**config.mk**
```make
export PLATFORM = sky130hd
export DESIGN_NAME = k_way_merge_dedup
export DESIGN_NICKNAME = d
export VERILOG_FILES = /design/src/design/kwm_pkg.sv /design/src/design/kwm_front_mem.sv /design/src/design/kwm_min_scan.sv /design/src/design/k_way_merge_dedup.sv
export SDC_FILE = /design/constraint.sdc
export NUM_CORES = 1
export LEC_CHECK = 0
export BUFFER_PORTS_ARGS = -buffer_cell sky130_fd_sc_hd__buf_2
export CORE_MARGIN = 2
export CORE_UTILIZATION = 55
export CTS_BUF_LIST = sky130_fd_sc_hd__clkbuf_2 sky130_fd_sc_hd__clkbuf_4 sky130_fd_sc_hd__clkbuf_8
export CTS_CLUSTER_SIZE = 16
export DETAILED_ROUTE_END_ITERATION = 7
export PLACE_DENSITY_LB_ADDON = 0.05
export SYNTH_ARGS = -nofsm -noshare
export SYNTH_HDL_FRONTEND = slang
export SYNTH_SLANG_ARGS = --single-unit
```
**constraint.sdc**
```tcl
create_clock -name clk -period 13.4 [get_ports clk]
set_input_delay 2.01 -clock clk [delete_from_list [all_inputs] [get_ports clk]]
set_output_delay 2.01 -clock clk [all_outputs]
set_load 0.01 [all_outputs]
```
**src/design/kwm_pkg.sv**
```systemverilog
// ----------------------------------------------------------------------------
// kwm_pkg: shared definitions for the k-way merge with duplicate removal
// Holds the sequencer state codes, the result kinds, the register map and
// the control bundle that drives the shared minimum-search unit.
// ----------------------------------------------------------------------------
`default_nettype none

package kwm_pkg;

  // Widths fixed by the item and register formats.
  localparam int unsigned VALUE_W   = 64;
  localparam int unsigned SIDX_W    = 3;
  localparam int unsigned MASK_W    = 8;
  localparam int unsigned ACTIVE_W  = 4;
  localparam int unsigned APB_DW    = 32;
  localparam int unsigned APB_AW    = 3;

  // Register map: byte addresses on the configuration port.
  localparam logic [APB_AW-1:0] ADDR_ACTIVE_STREAMS = 3'd0;

  // Reset value of the active stream count.
  localparam logic [ACTIVE_W-1:0] ACTIVE_RESET = 4'd8;

  // Result kinds.
  localparam logic KIND_VALUE = 1'b0;
  localparam logic KIND_DONE  = 1'b1;

  // Sequencer states, one-hot.
  typedef enum logic [3:0] {
    S_IDLE  = 4'b0001,
    S_CHECK = 4'b0010,
    S_SCAN  = 4'b0100,
    S_EMIT  = 4'b1000
  } kwm_state_t;

  // Control bundle from the sequencer to the minimum-search unit.
  typedef struct packed {
    logic start;  // clear the running minimum before a new scan
    logic step;   // fold the presented front into the running minimum
  } kwm_scan_ctl_t;

endpackage

`default_nettype wire

```
**src/design/kwm_front_mem.sv**
```systemverilog
// ----------------------------------------------------------------------------
// kwm_front_mem: front value store
// One entry per stream holding its current front value. One write port,
// one read port with registered read data.
// ----------------------------------------------------------------------------
`default_nettype none

module kwm_front_mem #(
  parameter int unsigned NUM_STREAMS = 8,
  parameter int unsigned IDX_W       = 3
) (
  input  wire logic                          clk,
  input  wire logic                          we,
  input  wire logic [IDX_W-1:0]              waddr,
  input  wire logic [kwm_pkg::VALUE_W-1:0]   wdata,
  input  wire logic                          re,
  input  wire logic [IDX_W-1:0]              raddr,
  output logic      [kwm_pkg::VALUE_W-1:0]   rdata_r
);

  logic [kwm_pkg::VALUE_W-1:0] mem [NUM_STREAMS];

  // Write port.
  always_ff @(posedge clk) begin
    if (we) begin
      mem[waddr] <= wdata;
    end
  end

  // Registered read port.
  always_ff @(posedge clk) begin
    if (re) begin
      rdata_r <= mem[raddr];
    end
  end

endmodule

`default_nettype wire

```
**src/design/kwm_min_scan.sv**
```systemverilog
// ----------------------------------------------------------------------------
// kwm_min_scan: shared minimum-search unit
// A single 64-bit comparator folds one front per cycle into a running
// minimum and collects the mask of streams whose front equals it.
// ----------------------------------------------------------------------------
`default_nettype none

module kwm_min_scan #(
  parameter int unsigned NUM_STREAMS = 8,
  parameter int unsigned IDX_W       = 3
) (
  input  wire logic                          clk,
  input  wire logic                          rst_n,
  input  wire kwm_pkg::kwm_scan_ctl_t        ctl,
  input  wire logic [kwm_pkg::VALUE_W-1:0]   data,
  input  wire logic [IDX_W-1:0]              idx,
  output logic      [kwm_pkg::VALUE_W-1:0]   min_value_r,
  output logic      [NUM_STREAMS-1:0]        min_mask_r
);

  logic                   any_r;
  logic                   any_nxt;
  logic [kwm_pkg::VALUE_W-1:0] min_value_nxt;
  logic [NUM_STREAMS-1:0] min_mask_nxt;
  logic                   lt;
  logic                   eq;
  logic [NUM_STREAMS-1:0] onehot;

  // The shared comparator.
  assign lt     = (data < min_value_r);
  assign eq     = (data == min_value_r);
  assign onehot = {{(NUM_STREAMS-1){1'b0}}, 1'b1} << idx;

  // Running minimum and the mask of streams that hold it.
  always_comb begin
    any_nxt       = any_r;
    min_value_nxt = min_value_r;
    min_mask_nxt  = min_mask_r;
    if (ctl.start) begin
      any_nxt      = 1'b0;
      min_mask_nxt = '0;
    end else if (ctl.step) begin
      if (!any_r || lt) begin
        any_nxt       = 1'b1;
        min_value_nxt = data;
        min_mask_nxt  = onehot;
      end else if (eq) begin
        min_mask_nxt = min_mask_r | onehot;
      end
    end
  end

  always_ff @(posedge clk) begin
    if (!rst_n) begin
      any_r      <= 1'b0;
      min_mask_r <= '0;
    end else begin
      any_r      <= any_nxt;
      min_mask_r <= min_mask_nxt;
    end
  end

  always_ff @(posedge clk) begin
    min_value_r <= min_value_nxt;
  end

endmodule

`default_nettype wire

```
**src/design/k_way_merge_dedup.sv**
```systemverilog
// ----------------------------------------------------------------------------
// k_way_merge_dedup: k-way merge of ascending streams with duplicate removal
// Sequence: the transfer that completes the refills is followed by check, a scan
// of every front through the one comparator, and emit, which presents the merged
// result; the done result skips the scan. Outside idle the input stalls, so no new
// item is taken before the last one has gone through check (and scan and emit).
// Reset (rst_n, synchronous, active low): active_streams returns to 8, the
// first streams are live and pending; the front store is not cleared.
// ----------------------------------------------------------------------------
`default_nettype none

module k_way_merge_dedup #(
  parameter int unsigned NUM_STREAMS = 8
) (
  input  wire logic                               clk,
  input  wire logic                               rst_n,
  // Input channel
  input  wire logic                               in_valid,
  output logic                                    in_stall,
  input  wire logic [kwm_pkg::SIDX_W-1:0]         in_stream_index,
  input  wire logic [kwm_pkg::VALUE_W-1:0]        in_value,
  input  wire logic                               in_stream_end,
  // Result channel
  output logic                                    out_valid,
  input  wire logic                               out_stall,
  output logic                                    out_kind,
  output logic      [kwm_pkg::VALUE_W-1:0]        out_merged_value,
  output logic      [kwm_pkg::MASK_W-1:0]         out_refill_mask,
  // Configuration port
  input  wire logic                               psel,
  input  wire logic                               penable,
  input  wire logic                               pwrite,
  input  wire logic [kwm_pkg::APB_AW-1:0]         paddr,
  input  wire logic [kwm_pkg::APB_DW-1:0]         pwdata,
  output logic      [kwm_pkg::APB_DW-1:0]         prdata,
  output logic                                    pready
);

  localparam int unsigned IDX_W = $clog2(NUM_STREAMS);
  localparam int unsigned CNT_W = $clog2(NUM_STREAMS + 1);

  // Control state
  kwm_pkg::kwm_state_t              state_r, state_nxt;
  logic [kwm_pkg::ACTIVE_W-1:0]     active_r, active_nxt;
  logic [NUM_STREAMS-1:0]           live_r, live_nxt;
  logic [NUM_STREAMS-1:0]           pending_r, pending_nxt;
  logic                             finished_r, finished_nxt;
  logic                             done_sel_r, done_sel_nxt;
  logic [CNT_W-1:0]                 cnt_r, cnt_nxt;
  logic                             rd_vld_r, rd_vld_nxt;
  logic [IDX_W-1:0]                 rd_idx_r, rd_idx_nxt;
  logic                             out_valid_r, out_valid_nxt;

  // Result payload
  logic                             out_kind_r, out_kind_nxt;
  logic [kwm_pkg::VALUE_W-1:0]      out_value_r, out_value_nxt;
  logic [kwm_pkg::MASK_W-1:0]       out_mask_r, out_mask_nxt;

  // Internal nets
  logic                             in_acc;
  logic                             cfg_wr;
  logic [NUM_STREAMS-1:0]           first_n;
  logic [IDX_W+kwm_pkg::SIDX_W-1:0] sidx_ext;
  logic [IDX_W-1:0]                 widx;
  logic                             sidx_ok;
  logic                             hit;
  logic                             mem_we;
  logic                             rd_en;
  logic [kwm_pkg::VALUE_W-1:0]      rd_data;
  kwm_pkg::kwm_scan_ctl_t           scan_ctl;
  logic [kwm_pkg::VALUE_W-1:0]      min_value;
  logic [NUM_STREAMS-1:0]           min_mask;
  logic [NUM_STREAMS+kwm_pkg::MASK_W-1:0] min_mask_ext;

  // Handshakes
  assign in_stall = (state_r != kwm_pkg::S_IDLE);
  assign in_acc   = in_valid && !in_stall;
  assign cfg_wr   = psel && penable && pwrite && (paddr == kwm_pkg::ADDR_ACTIVE_STREAMS);
  assign pready   = 1'b1;
  assign prdata   = {{(kwm_pkg::APB_DW-kwm_pkg::ACTIVE_W){1'b0}}, active_r};

  // Streams below the effective count take part in the merge.
  always_comb begin
    for (int i = 0; i < NUM_STREAMS; i++) begin
      first_n[i] = (int'(active_r) > i);
    end
  end

  // Stream index mapped onto the store, with its range check.
  assign sidx_ext = {{IDX_W{1'b0}}, in_stream_index};
  assign widx     = sidx_ext[IDX_W-1:0];
  assign sidx_ok  = (int'(in_stream_index) < NUM_STREAMS);
  assign hit      = sidx_ok && live_r[widx] && pending_r[widx];

  assign min_mask_ext = {{kwm_pkg::MASK_W{1'b0}}, min_mask};

  // Front store
  kwm_front_mem #(
    .NUM_STREAMS (NUM_STREAMS),
    .IDX_W       (IDX_W)
  ) u_front_mem (
    .clk     (clk),
    .we      (mem_we),
    .waddr   (widx),
    .wdata   (in_value),
    .re      (rd_en),
    .raddr   (cnt_r[IDX_W-1:0]),
    .rdata_r (rd_data)
  );

  // Shared minimum search
  kwm_min_scan #(
    .NUM_STREAMS (NUM_STREAMS),
    .IDX_W       (IDX_W)
  ) u_min_scan (
    .clk         (clk),
    .rst_n       (rst_n),
    .ctl         (scan_ctl),
    .data        (rd_data),
    .idx         (rd_idx_r),
    .min_value_r (min_value),
    .min_mask_r  (min_mask)
  );

  // Sequencer
  always_comb begin
    state_nxt     = state_r;
    active_nxt    = active_r;
    live_nxt      = live_r;
    pending_nxt   = pending_r;
    finished_nxt  = finished_r;
    done_sel_nxt  = done_sel_r;
    cnt_nxt       = cnt_r;
    out_valid_nxt = out_valid_r;
    out_kind_nxt  = out_kind_r;
    out_value_nxt = out_value_r;
    out_mask_nxt  = out_mask_r;
    mem_we        = 1'b0;
    rd_en         = 1'b0;
    scan_ctl      = '0;

    // A waiting result leaves once the receiver takes it.
    if (out_valid_r && !out_stall) begin
      out_valid_nxt = 1'b0;
    end

    unique case (state_r)
      kwm_pkg::S_IDLE: begin
        // Apply the refill or the end mark of the transferred item.
        if (in_acc) begin
          state_nxt = kwm_pkg::S_CHECK;
          if (!finished_r && hit) begin
            if (in_stream_end) begin
              live_nxt[widx] = 1'b0;
            end else begin
              mem_we = 1'b1;
            end
            pending_nxt[widx] = 1'b0;
          end
        end
      end
      kwm_pkg::S_CHECK: begin
        // Decide whether a result is due.
        if (finished_r || ((pending_r & live_r) != '0)) begin
          state_nxt = kwm_pkg::S_IDLE;
        end else if (live_r == '0) begin
          done_sel_nxt = 1'b1;
          state_nxt    = kwm_pkg::S_EMIT;
        end else begin
          done_sel_nxt   = 1'b0;
          cnt_nxt        = '0;
          scan_ctl.start = 1'b1;
          state_nxt      = kwm_pkg::S_SCAN;
        end
      end
      kwm_pkg::S_SCAN: begin
        // One front read per cycle; the comparator sees it in the cycle after the read.
        scan_ctl.step = rd_vld_r && live_r[rd_idx_r];
        if (cnt_r != CNT_W'(NUM_STREAMS)) begin
          rd_en   = 1'b1;
          cnt_nxt = cnt_r + 1'b1;
        end else if (!rd_vld_r) begin
          state_nxt = kwm_pkg::S_EMIT;
        end
      end
      kwm_pkg::S_EMIT: begin
        // Load the result register once it is free.
        if (!out_valid_r || !out_stall) begin
          out_valid_nxt = 1'b1;
          state_nxt     = kwm_pkg::S_IDLE;
          if (done_sel_r) begin
            out_kind_nxt  = kwm_pkg::KIND_DONE;
            out_value_nxt = '0;
            out_mask_nxt  = '0;
            finished_nxt  = 1'b1;
          end else begin
            out_kind_nxt  = kwm_pkg::KIND_VALUE;
            out_value_nxt = min_value;
            out_mask_nxt  = min_mask_ext[kwm_pkg::MASK_W-1:0];
            pending_nxt   = min_mask;
          end
        end
      end
      default: begin
        state_nxt = kwm_pkg::S_IDLE;
      end
    endcase

    // A register write restarts the merge; fronts are kept.
    if (cfg_wr) begin
      active_nxt   = pwdata[kwm_pkg::ACTIVE_W-1:0];
      live_nxt     = first_n;
      pending_nxt  = first_n;
      finished_nxt = 1'b0;
      for (int i = 0; i < NUM_STREAMS; i++) begin
        live_nxt[i]    = (int'(pwdata[kwm_pkg::ACTIVE_W-1:0]) > i);
        pending_nxt[i] = (int'(pwdata[kwm_pkg::ACTIVE_W-1:0]) > i);
      end
    end
  end

  // Tag travelling with each front read.
  assign rd_vld_nxt = rd_en;
  assign rd_idx_nxt = cnt_r[IDX_W-1:0];

  // Live set after reset: the first ACTIVE_RESET streams that exist.
  function automatic logic [NUM_STREAMS-1:0] first_n_reset();
    logic [NUM_STREAMS-1:0] m;
    for (int i = 0; i < NUM_STREAMS; i++) begin
      m[i] = (int'(kwm_pkg::ACTIVE_RESET) > i);
    end
    return m;
  endfunction

  // Control registers
  always_ff @(posedge clk) begin
    if (!rst_n) begin
      state_r     <= kwm_pkg::S_IDLE;
      active_r    <= kwm_pkg::ACTIVE_RESET;
      live_r      <= first_n_reset();
      pending_r   <= first_n_reset();
      finished_r  <= 1'b0;
      done_sel_r  <= 1'b0;
      cnt_r       <= '0;
      rd_vld_r    <= 1'b0;
      out_valid_r <= 1'b0;
    end else begin
      state_r     <= state_nxt;
      active_r    <= active_nxt;
      live_r      <= live_nxt;
      pending_r   <= pending_nxt;
      finished_r  <= finished_nxt;
      done_sel_r  <= done_sel_nxt;
      cnt_r       <= cnt_nxt;
      rd_vld_r    <= rd_vld_nxt;
      out_valid_r <= out_valid_nxt;
    end
  end

  // Payload registers
  always_ff @(posedge clk) begin
    rd_idx_r    <= rd_idx_nxt;
    out_kind_r  <= out_kind_nxt;
    out_value_r <= out_value_nxt;
    out_mask_r  <= out_mask_nxt;
  end

  assign out_valid        = out_valid_r;
  assign out_kind         = out_kind_r;
  assign out_merged_value = out_value_r;
  assign out_refill_mask  = out_mask_r;

  // Checks
  a_pending_live: assert property (@(posedge clk) disable iff (!rst_n)
    (pending_r & ~live_r) == '0)
    else $error("a pending stream is not live");

  a_accept_check: assert property (@(posedge clk) disable iff (!rst_n)
    in_valid && !in_stall |=> state_r == kwm_pkg::S_CHECK)
    else $error("transferred item not followed by a check");

  a_done_empty: assert property (@(posedge clk) disable iff (!rst_n)
    out_valid_r && out_kind_r == kwm_pkg::KIND_DONE |->
      out_value_r == '0 && out_mask_r == '0)
    else $error("done result carries a value or a mask");

  a_emit_waits: assert property (@(posedge clk) disable iff (!rst_n)
    state_r == kwm_pkg::S_EMIT && out_valid_r && out_stall |=>
      state_r == kwm_pkg::S_EMIT && out_valid_r)
    else $error("result overwritten while stalled");

endmodule

`default_nettype wire

```
* Word-level counts from Yosys, hierarchy flattened *
Memories as Yosys holds them, arrays and structs flattened. A register that Yosys moved wholly into a read port is not among the register bits.
Cells that the tools add are included.

storage, ports and cells
  bits of input ports = 110
  output and inout bits = 108
  memories = 1
  register bits after elaboration = 181
  RAM bits = 512

memories
  memory           words  bits a word  read ports  clocked after memory_dff  write ports  line                 text
  u_front_mem.mem  8      64           1           1                         1            kwm_front_mem.sv:21  logic [kwm_pkg::VALUE_W-1:0] mem [NUM_STREAMS];

cells by class
  reduce and logical (&&, ||, !) cells = 39
  bitwise gates (word level) = 8
  multiplexer cells = 49
  add/subtract/negate cells = 1
  magnitude comparators = 12
  shifts and indexed selects = 1
  equality and inequality tests = 18

operators by type and width
  cell                number
  $mux 8              12
  $eq 64x64->1        1
  $lt 64x64->1        1
  $mux 4              9
  $and 8x8->8         3
  $mux 1              21
  $gt 4x3->1 const B  4
  $pmux 4 s4          1
  $pmux 8 s2          1
  $ne 2x2->1 const B  7
  $ne 3x3->1 const B  4
  $reduce_and 4->1    3
  $reduce_bool 2->1   6
  $bmux 1 s3          3
  $logic_and 1x1->1   9
  $gt 4x1->1 const B  2
  $gt 4x2->1 const B  2
  $logic_not 8->1     1
  $lt 3x4->1 const B  2
  $not 8->8           1
  $or 8x8->8          1
  $pmux 4 s2          1
  $reduce_and 2->1    4
  $reduce_bool 8->1   1
  18 further kinds    28

* Longest topological paths before layout *
Gate-level depths: netlist of run 1.

  depth after elaboration = 11
  depth in mapped cells = 10
  gate-level depth less buffers = 9

* Hierarchy *
Synthesis of run 1 repeated with hierarchy kept, for this count alone.

second synthesis, totals
  cells, all modules = 1,584
  area, all modules = 30,085.1 sq um

modules (own cells, without submodules)
  module             area an instance (sq um)  times used  cells an instance
  kwm_front_mem      21,187.8                  1           816
  k_way_merge_dedup  4,885.9                   1           431
  kwm_min_scan       4,011.3                   1           337

* Worst setup path before layout of run 1 *
No wires, ideal clock.

  path kind = input to register
  start point = input port in_stream_index[1] (netlist name)
  end point = memory u_front_mem.mem[0][0] (netlist name), enable pin
  arrival = 9.323 ns
  stages on the path = 7
  path slack = 3.433 ns
  library setup time = 0.644 ns
  path buffers = 1
  path through = buf_4 -> nor3b_2 -> a22oi_1 -> and3_1 -> a311oi_4 -> nand2b_1 -> nor4_1

between the ends
  longest elaborated chain between the ends = 9
  elaborated cells between the ends (all ways) = 11
  those cells by class = 9 x mux; 2 x reduce/logical

RTL lines
  item                          line                      text
  start: declaration            k_way_merge_dedup.sv:20   input wire logic [kwm_pkg::SIDX_W-1:0] in_stream_index,
  $bmux 1 s3                    k_way_merge_dedup.sv:93   assign hit = sidx_ok && live_r[widx] && pending_r[widx];
  $mux 1 (implied by the code)  k_way_merge_dedup.sv:93
  $logic_and 1x1->1             k_way_merge_dedup.sv:93
  $logic_and 1x1->1             k_way_merge_dedup.sv:152  if (!finished_r && hit) begin
  $mux 1                        k_way_merge_dedup.sv:152
  $mux 1                        k_way_merge_dedup.sv:150  if (in_acc) begin
  $mux 1                        k_way_merge_dedup.sv:147  unique case (state_r)
  $mux 1                        kwm_front_mem.sv:25       if (we) begin
  $mux 1 (implied by the code)  kwm_front_mem.sv:26       mem[waddr] <= wdata;
  end: declaration              kwm_front_mem.sv:21

Parallel ways exist; a longest one is shown, timed or not. The select of a mux whose other input is x is not followed.

* Worst setup path in the final report of run 1 *
  start point = input port in_stream_index[1] (netlist name)
  end point = memory u_front_mem.mem[0][12] (netlist name), enable pin

The elaborated chain is that of the path after synthesis.

==> results of run 1 <==
flip-flops by register name, indices dropped and copies added (netlist names):
name	cells
active_r	4
cnt_r	4
done_sel_r	1
finished_r	1
live_r	8
out_kind	1
out_merged_value	64
out_refill_mask	8
out_valid	1
pending_r	8
rd_idx_r	3
rd_vld_r	1
state_r	4
u_front_mem.mem	512
u_front_mem.rdata_r	64
u_min_scan.any_r	1
u_min_scan.min_mask_r	8
u_min_scan.min_value_r	64
worst paths after layout:
check | endpoint | cells past startpoint
max | u_front_mem.mem[0][12] | 9
min | u_min_scan.min_value_r[1] | 0
max reg2reg | u_front_mem.rdata_r[44] | 6
min reg2reg | u_min_scan.min_value_r[1] | 0
per-layer routing:
layer  GRT usage  part of all wire  vias to the layer above
met4      0.0710             0.025                        4
met5           0           0.00042                        -
li1            -                 -                     7051
met3      0.0443             0.055                      115
met1       0.312              0.42                     7952
met2       0.377              0.50                      478
cell type report:
cell class	instances	area, µm²
diodes	5	12.5
clock buffers	169	2040
clock inverters	61	368
fillers	3990	19900
inverters	79	297
multi-input cells	805	6820
flip-flops and latches	757	22300
well taps	696	871
repair buffers	186	996
power by group:
part / internal [µW] / switching (µW)
Sequential: 2590 / 4.76
Combinational: 22.4 / 52.0
Clock: 1040 / 886
Total: 3650 / 942
kinds of logic after synthesis:
kind of cell             after synthesis  synth area share
AO/OA/AOI/OAI                        125            0.0278
XOR/XNOR                               3          0.000884
adder cells (fa/ha/maj)               66            0.0278
buffers and inverters                173            0.0268
flip-flops                           757             0.750
multiplexers                         136             0.101
other                                  2          0.000253
AND/OR/NAND/NOR                      446            0.0660
synthesized netlist by cell type, types with 3 or more instances:
cell / instances
edfxtp_1: 713
nand2_1: 238
mux4_2: 130
nor2_1: 113
inv_1: 79
ha_1: 66
dfxtp_1: 44
clkbuf_1: 39
a21oi_1: 37
buf_4: 33
nand4_1: 19
nand3_1: 15
o21ai_0: 14
buf_2: 12
o21ai_1: 10
nor3_1: 9
a22oi_1: 8
buf_1: 8
o22ai_1: 8
a221oi_1: 7
nor4_1: 7
a21boi_0: 6
a31oi_1: 6
mux2i_1: 6
nand2b_1: 6
o211ai_1: 6
and3_1: 5
and3b_1: 4
nor3b_1: 4
nand4b_1: 3
nor2b_1: 3
nor4b_1: 3
through the flow:
stage	worst slack [ns]	hold slack, ns	util	instance area, µm²
final	8.06	0.452	0.629	33700
after global routing	7.77	0.465	0.629	33700
after CTS	8.23	0.454	0.629	33700
after detailed placement	7.51	0.443	0.584	31300
after global placement	7.51	0.439	0.584	31300
after floorplan	3.43	0.354	-	29800
==> results.json, run 1 <==
{
  "portBuffers": 160,
  "final_common_cell": "edfxtp_1",
  "cp_slowest_stage_delay_ns": 0.67,
  "area_growth_pct": 13.4,
  "cts.sinks": 757,
  "core_area_um2": 53600,
  "postCtsSetupBuffers": 0,
  "period_minus_slack_ns": 5.34,
  "critPathSlowestCell": "nor3b_1",
  "yosysTopAreaCell": "edfxtp_1",
  "num_vias": 15600,
  "yosys_most_used_dff": "edfxtp_1",
  "hold_viol": 0,
  "ys_types": 65,
  "drtIter0Drc": 1163,
  "slew_headroom": 0.101,
  "grt_max_degree": 76,
  "ys_ff_latch": 757,
  "r2r-start": "cnt_r[0]",
  "tightest_slew_ns": 1.34,
  "synth.top_cells.by_area": "edfxtp_1, mux4_2, nand2_1",
  "finalMaxSlewViolations": 0,
  "synth_edf_count": 713,
  "clk_root_buffer_cell": "clkbuf_8",
  "drc": 0,
  "status": "finished, final reports clean",
  "end_kind": "flip-flop",
  "postCtsHoldBufs": 0,
  "io_pins": 218,
  "place_inst": 2523,
  "clkSlewWorstSetupHoldPaths_ns": 0.06,
  "path_cells": "buf_2 > nor3b_1 > a2111oi_0 > and3_1 > a311oi_4 > nand2b_1 > nor4_2 > buf_4 > buf_4",
  "antenna_found_initial": 7,
  "die_h_um": 236,
  "wl_per_cell_um": 22.6,
  "start_util": 0.555,
  "timing.critical_path.buf_inv": 3,
  "final_net_count": 2126,
  "totalWireLength_mm": 62.2,
  "worstPathArrival_ns": 5.67,
  "clk-insertion-delay-late_ns": 0.72,
  "dp_hpwl_mm": 34.2,
  "routabilityCongestion": 0.868,
  "powerDensity_nw_per_um2": 136,
  "drive_gt1_frac": 0.260,
  "crit_required_ns": 13.73,
  "fmax_mhz": 187,
  "syn_area_um2": 29700,
  "tritoncts": "built",
  "ant_nets": 0,
  "dr.pass1.iters": 5,
  "instances_no_fill": 2758,
  "final.setup.tns_ns": 0,
  "path_max_fanout": 36,
  "crit_family": "simple AND/OR/NAND/NOR gates",
  "ys_warn_count": 0,
  "reg2reg_setup_slack_ns": 9.38,
  "grt_setup_unrepaired": "no",
  "total_power_uw": 4600,
  "cts_buffers": 121,
  "yosysSeqAreaShare": 0.750,
  "p_leak_uw": 0.0117,
  "final-setup-viol-count": 0,
  "crit_top_cell": "buf_4",
  "period_share": 0.398,
  "startpoint": "in_stream_index[1]",
  "yosysTopAreaCellShare": 0.720,
  "finalClockSkew_ns": 0.0284,
  "clk_path_buf_depth": 3,
  "htreeDepth": 3,
  "hold_start": "u_front_mem.rdata_r[1]",
  "ir_worst_vdd_v": 0.000128,
  "synthCells": 1708,
  "via_per_inst": 5.66,
  "rows": 85,
  "cts_resized": 0,
  "grt_pass1_wl_mm": 94.7,
  "grt_overflow": 0,
  "grt.total_usage": 0.228,
  "die_w_um": 236,
  "dieArea_um2": 55900,
  "avgSynthCellArea_um2": 17.4,
  "final_cell_mix": "edfxtp_1, nand2_1, buf_2",
  "cp-start-kind": "input port",
  "hp-class": "flip-flop to flip-flop",
  "timing_worst_setup_path_type": "input port to flip-flop",
  "cap_viol_max_count": 0,
  "async_flop_share": 0,
  "grt_pass1_vias": 15804
}
No activity file was read; power rests on OpenSTA's default activity.
==> run 2: changes to the inputs <==
- clock period: 13.4 -> 5.45 ns (I/O delays scaled with it)
==> results.json, run 2 (synthesis gave the netlist of run 1 again) <==
{
  "routabilityCongestion": 0.839,
  "via_per_inst": 5.66,
  "cts.sinks": 757,
  "drive_gt1_frac": 0.260,
  "cp-start-kind": "flip-flop",
  "final_net_count": 2128,
  "rows": 85,
  "final-setup-viol-count": 0,
  "end_kind": "flip-flop",
  "final_cell_mix": "edfxtp_1, nand2_1, buf_2",
  "pre_cts_ws_ns": 1.33,
  "cts_resized": 0,
  "crit_required_ns": 5.84,
  "core_area_um2": 53600,
  "reg2reg_setup_slack_ns": 1.79,
  "status": "finished, final reports clean",
  "grt_pass1_wl_mm": 93.8,
  "clk_root_buffer_cell": "clkbuf_8",
  "slew_headroom": 0.267,
  "hp-class": "input port to flip-flop",
  "start_util": 0.555,
  "cts_buffers": 120,
  "postCtsSetupBuffers": 0,
  "multi_input_area_um2": 6830,
  "timing_worst_setup_path_type": "flip-flop to flip-flop",
  "ant_nets": 0,
  "num_vias": 15550,
  "fmax_mhz": 274,
  "clk-insertion-delay-late_ns": 0.73,
  "drc": 0,
  "critPathCapture": "u_min_scan.min_value_r[18]",
  "grt_max_degree": 107,
  "placed_cell_area_um2": 31400,
  "r2r-start": "u_front_mem.rdata_r[14]",
  "area_growth_pct": 13.6,
  "finalMaxSlewViolations": 0,
  "path_max_fanout": 44,
  "htreeDepth": 3,
  "die_w_um": 236,
  "design_area_um2": 33800,
  "fin_util": 0.630,
  "hold_viol": 0,
  "p_leak_uw": 0.0117,
  "tritoncts": "built",
  "postCtsHoldBufs": 0,
  "ir_worst_vdd_v": 0.000249,
  "die_h_um": 236,
  "portBuffers": 160,
  "critPathSlowestCell": "a221oi_1",
  "final_common_cell": "edfxtp_1",
  "totalWireLength_mm": 62.0,
  "worstPathArrival_ns": 4.05,
  "grt_setup_unrepaired": "no",
  "path_cells": "ha_1 > a21oi_1 > nand2_1 > a221oi_1 > a31oi_1 > or3_1 > o21ai_4 > buf_12",
  "period_share": 0.671,
  "tightest_slew_ns": 1.10,
  "period_minus_slack_ns": 3.66,
  "drtIter0Drc": 1185,
  "clkSlewWorstSetupHoldPaths_ns": 0.06,
  "grt_overflow": 0,
  "io_pins": 218,
  "dieArea_um2": 55900,
  "total_power_uw": 11300,
  "largest-register": "u_front_mem.mem",
  "dr.pass1.iters": 6,
  "largest_reg_flops": 512,
  "fill_cells": 3954,
  "cap_viol_max_count": 0,
  "grt_pass1_vias": 15877,
  "finalClockSkew_ns": 0.0238,
  "antenna_found_initial": 5,
  "grt.total_usage": 0.225,
  "rr_worst_depth": 8,
  "r2r_end": "u_min_scan.min_value_r[18]",
  "cp_slowest_stage_delay_ns": 0.70,
  "startpoint": "u_front_mem.rdata_r[14]",
  "timing.final.ws_setup_ns": 1.79,
  "seq_area_um2": 22300,
  "wl_per_cell_um": 22.6,
  "clk_path_buf_depth": 3,
  "powerDensity_nw_per_um2": 334,
  "dp_hpwl_mm": 34.9
}
[run 2: cell types whose count changed in the layout (fill, tap and decap cells not counted), sizes merged]
cell and change:
inv -2, clkinv -5, buf +3, clkbuf -3
diode -4, bufinv -1
[run 2: metrics by stage]
| stage | setup TNS, ns | hold WS (ns) | std cells |
|---|---|---|---|
| floorplan | -239.05 | 0.354 | 1735 |
| global placement | 0 | 0.433 | 2526 |
| detailed placement | 0 | 0.438 | 2526 |
| CTS | 0 | 0.292 | 2745 |
| global route | 0 | 0.320 | 2746 |
| finish | 0 | 0.356 | 2746 |
[run 2: worst min path at each step]
stage / startpoint / endpoint / cells after the start
2_1_floorplan: cnt_r[0] / rd_idx_r[0] / 0
3_3_place_gp: u_front_mem.rdata_r[0] / u_min_scan.min_value_r[0] / 0
3_5_place_dp: u_front_mem.rdata_r[0] / u_min_scan.min_value_r[0] / 0
4_1_cts: in_value[21] / u_front_mem.mem[4][21] / 1
5_1_grt: in_value[43] / u_front_mem.mem[5][43] / 1
6_report: in_value[21] / u_front_mem.mem[4][21] / 1
[run 2: layout make-up]
type	instances	area share
clock inverter	53	0.00945
sequential	757	0.661
tap	696	0.0258
inverter	79	0.00878
timing repair buffer	189	0.0324
antenna	1	0.0000741
clock buffer	166	0.0606
multi-input combinational	805	0.202
[run 2: power by group]
group | total [µW] | leakage, µW | switching (µW) | internal (µW)
clock network | 4710 | 0.00125 | 2180 | 2520
logic | 188 | 0.00368 | 132 | 56.0
registers | 6380 | 0.00678 | 12.2 | 6360
total | 11300 | 0.0117 | 2330 | 8940
[run 2: worst max-delay path, delay by kind of cell (launching register included)]
kind,cells,cell delay [ns]
adder cells (fa/ha/maj),1,0.34
buffers and inverters,1,0.36
flip-flops,1,0.39
AO/OA/AOI/OAI,4,1.70
AND/OR/NAND/NOR,2,0.50
[run 2: per-layer routing]
layer  routed length [µm]  share of wire  vias to the layer above  track usage
li1                     -              -                     7038            -
met1                26400           0.43                     7953        0.307
met2                30800           0.50                      446        0.373
met3                 3640          0.059                      107       0.0460
met4                 1120          0.018                        6       0.0596
met5                   41        0.00066                        -            0
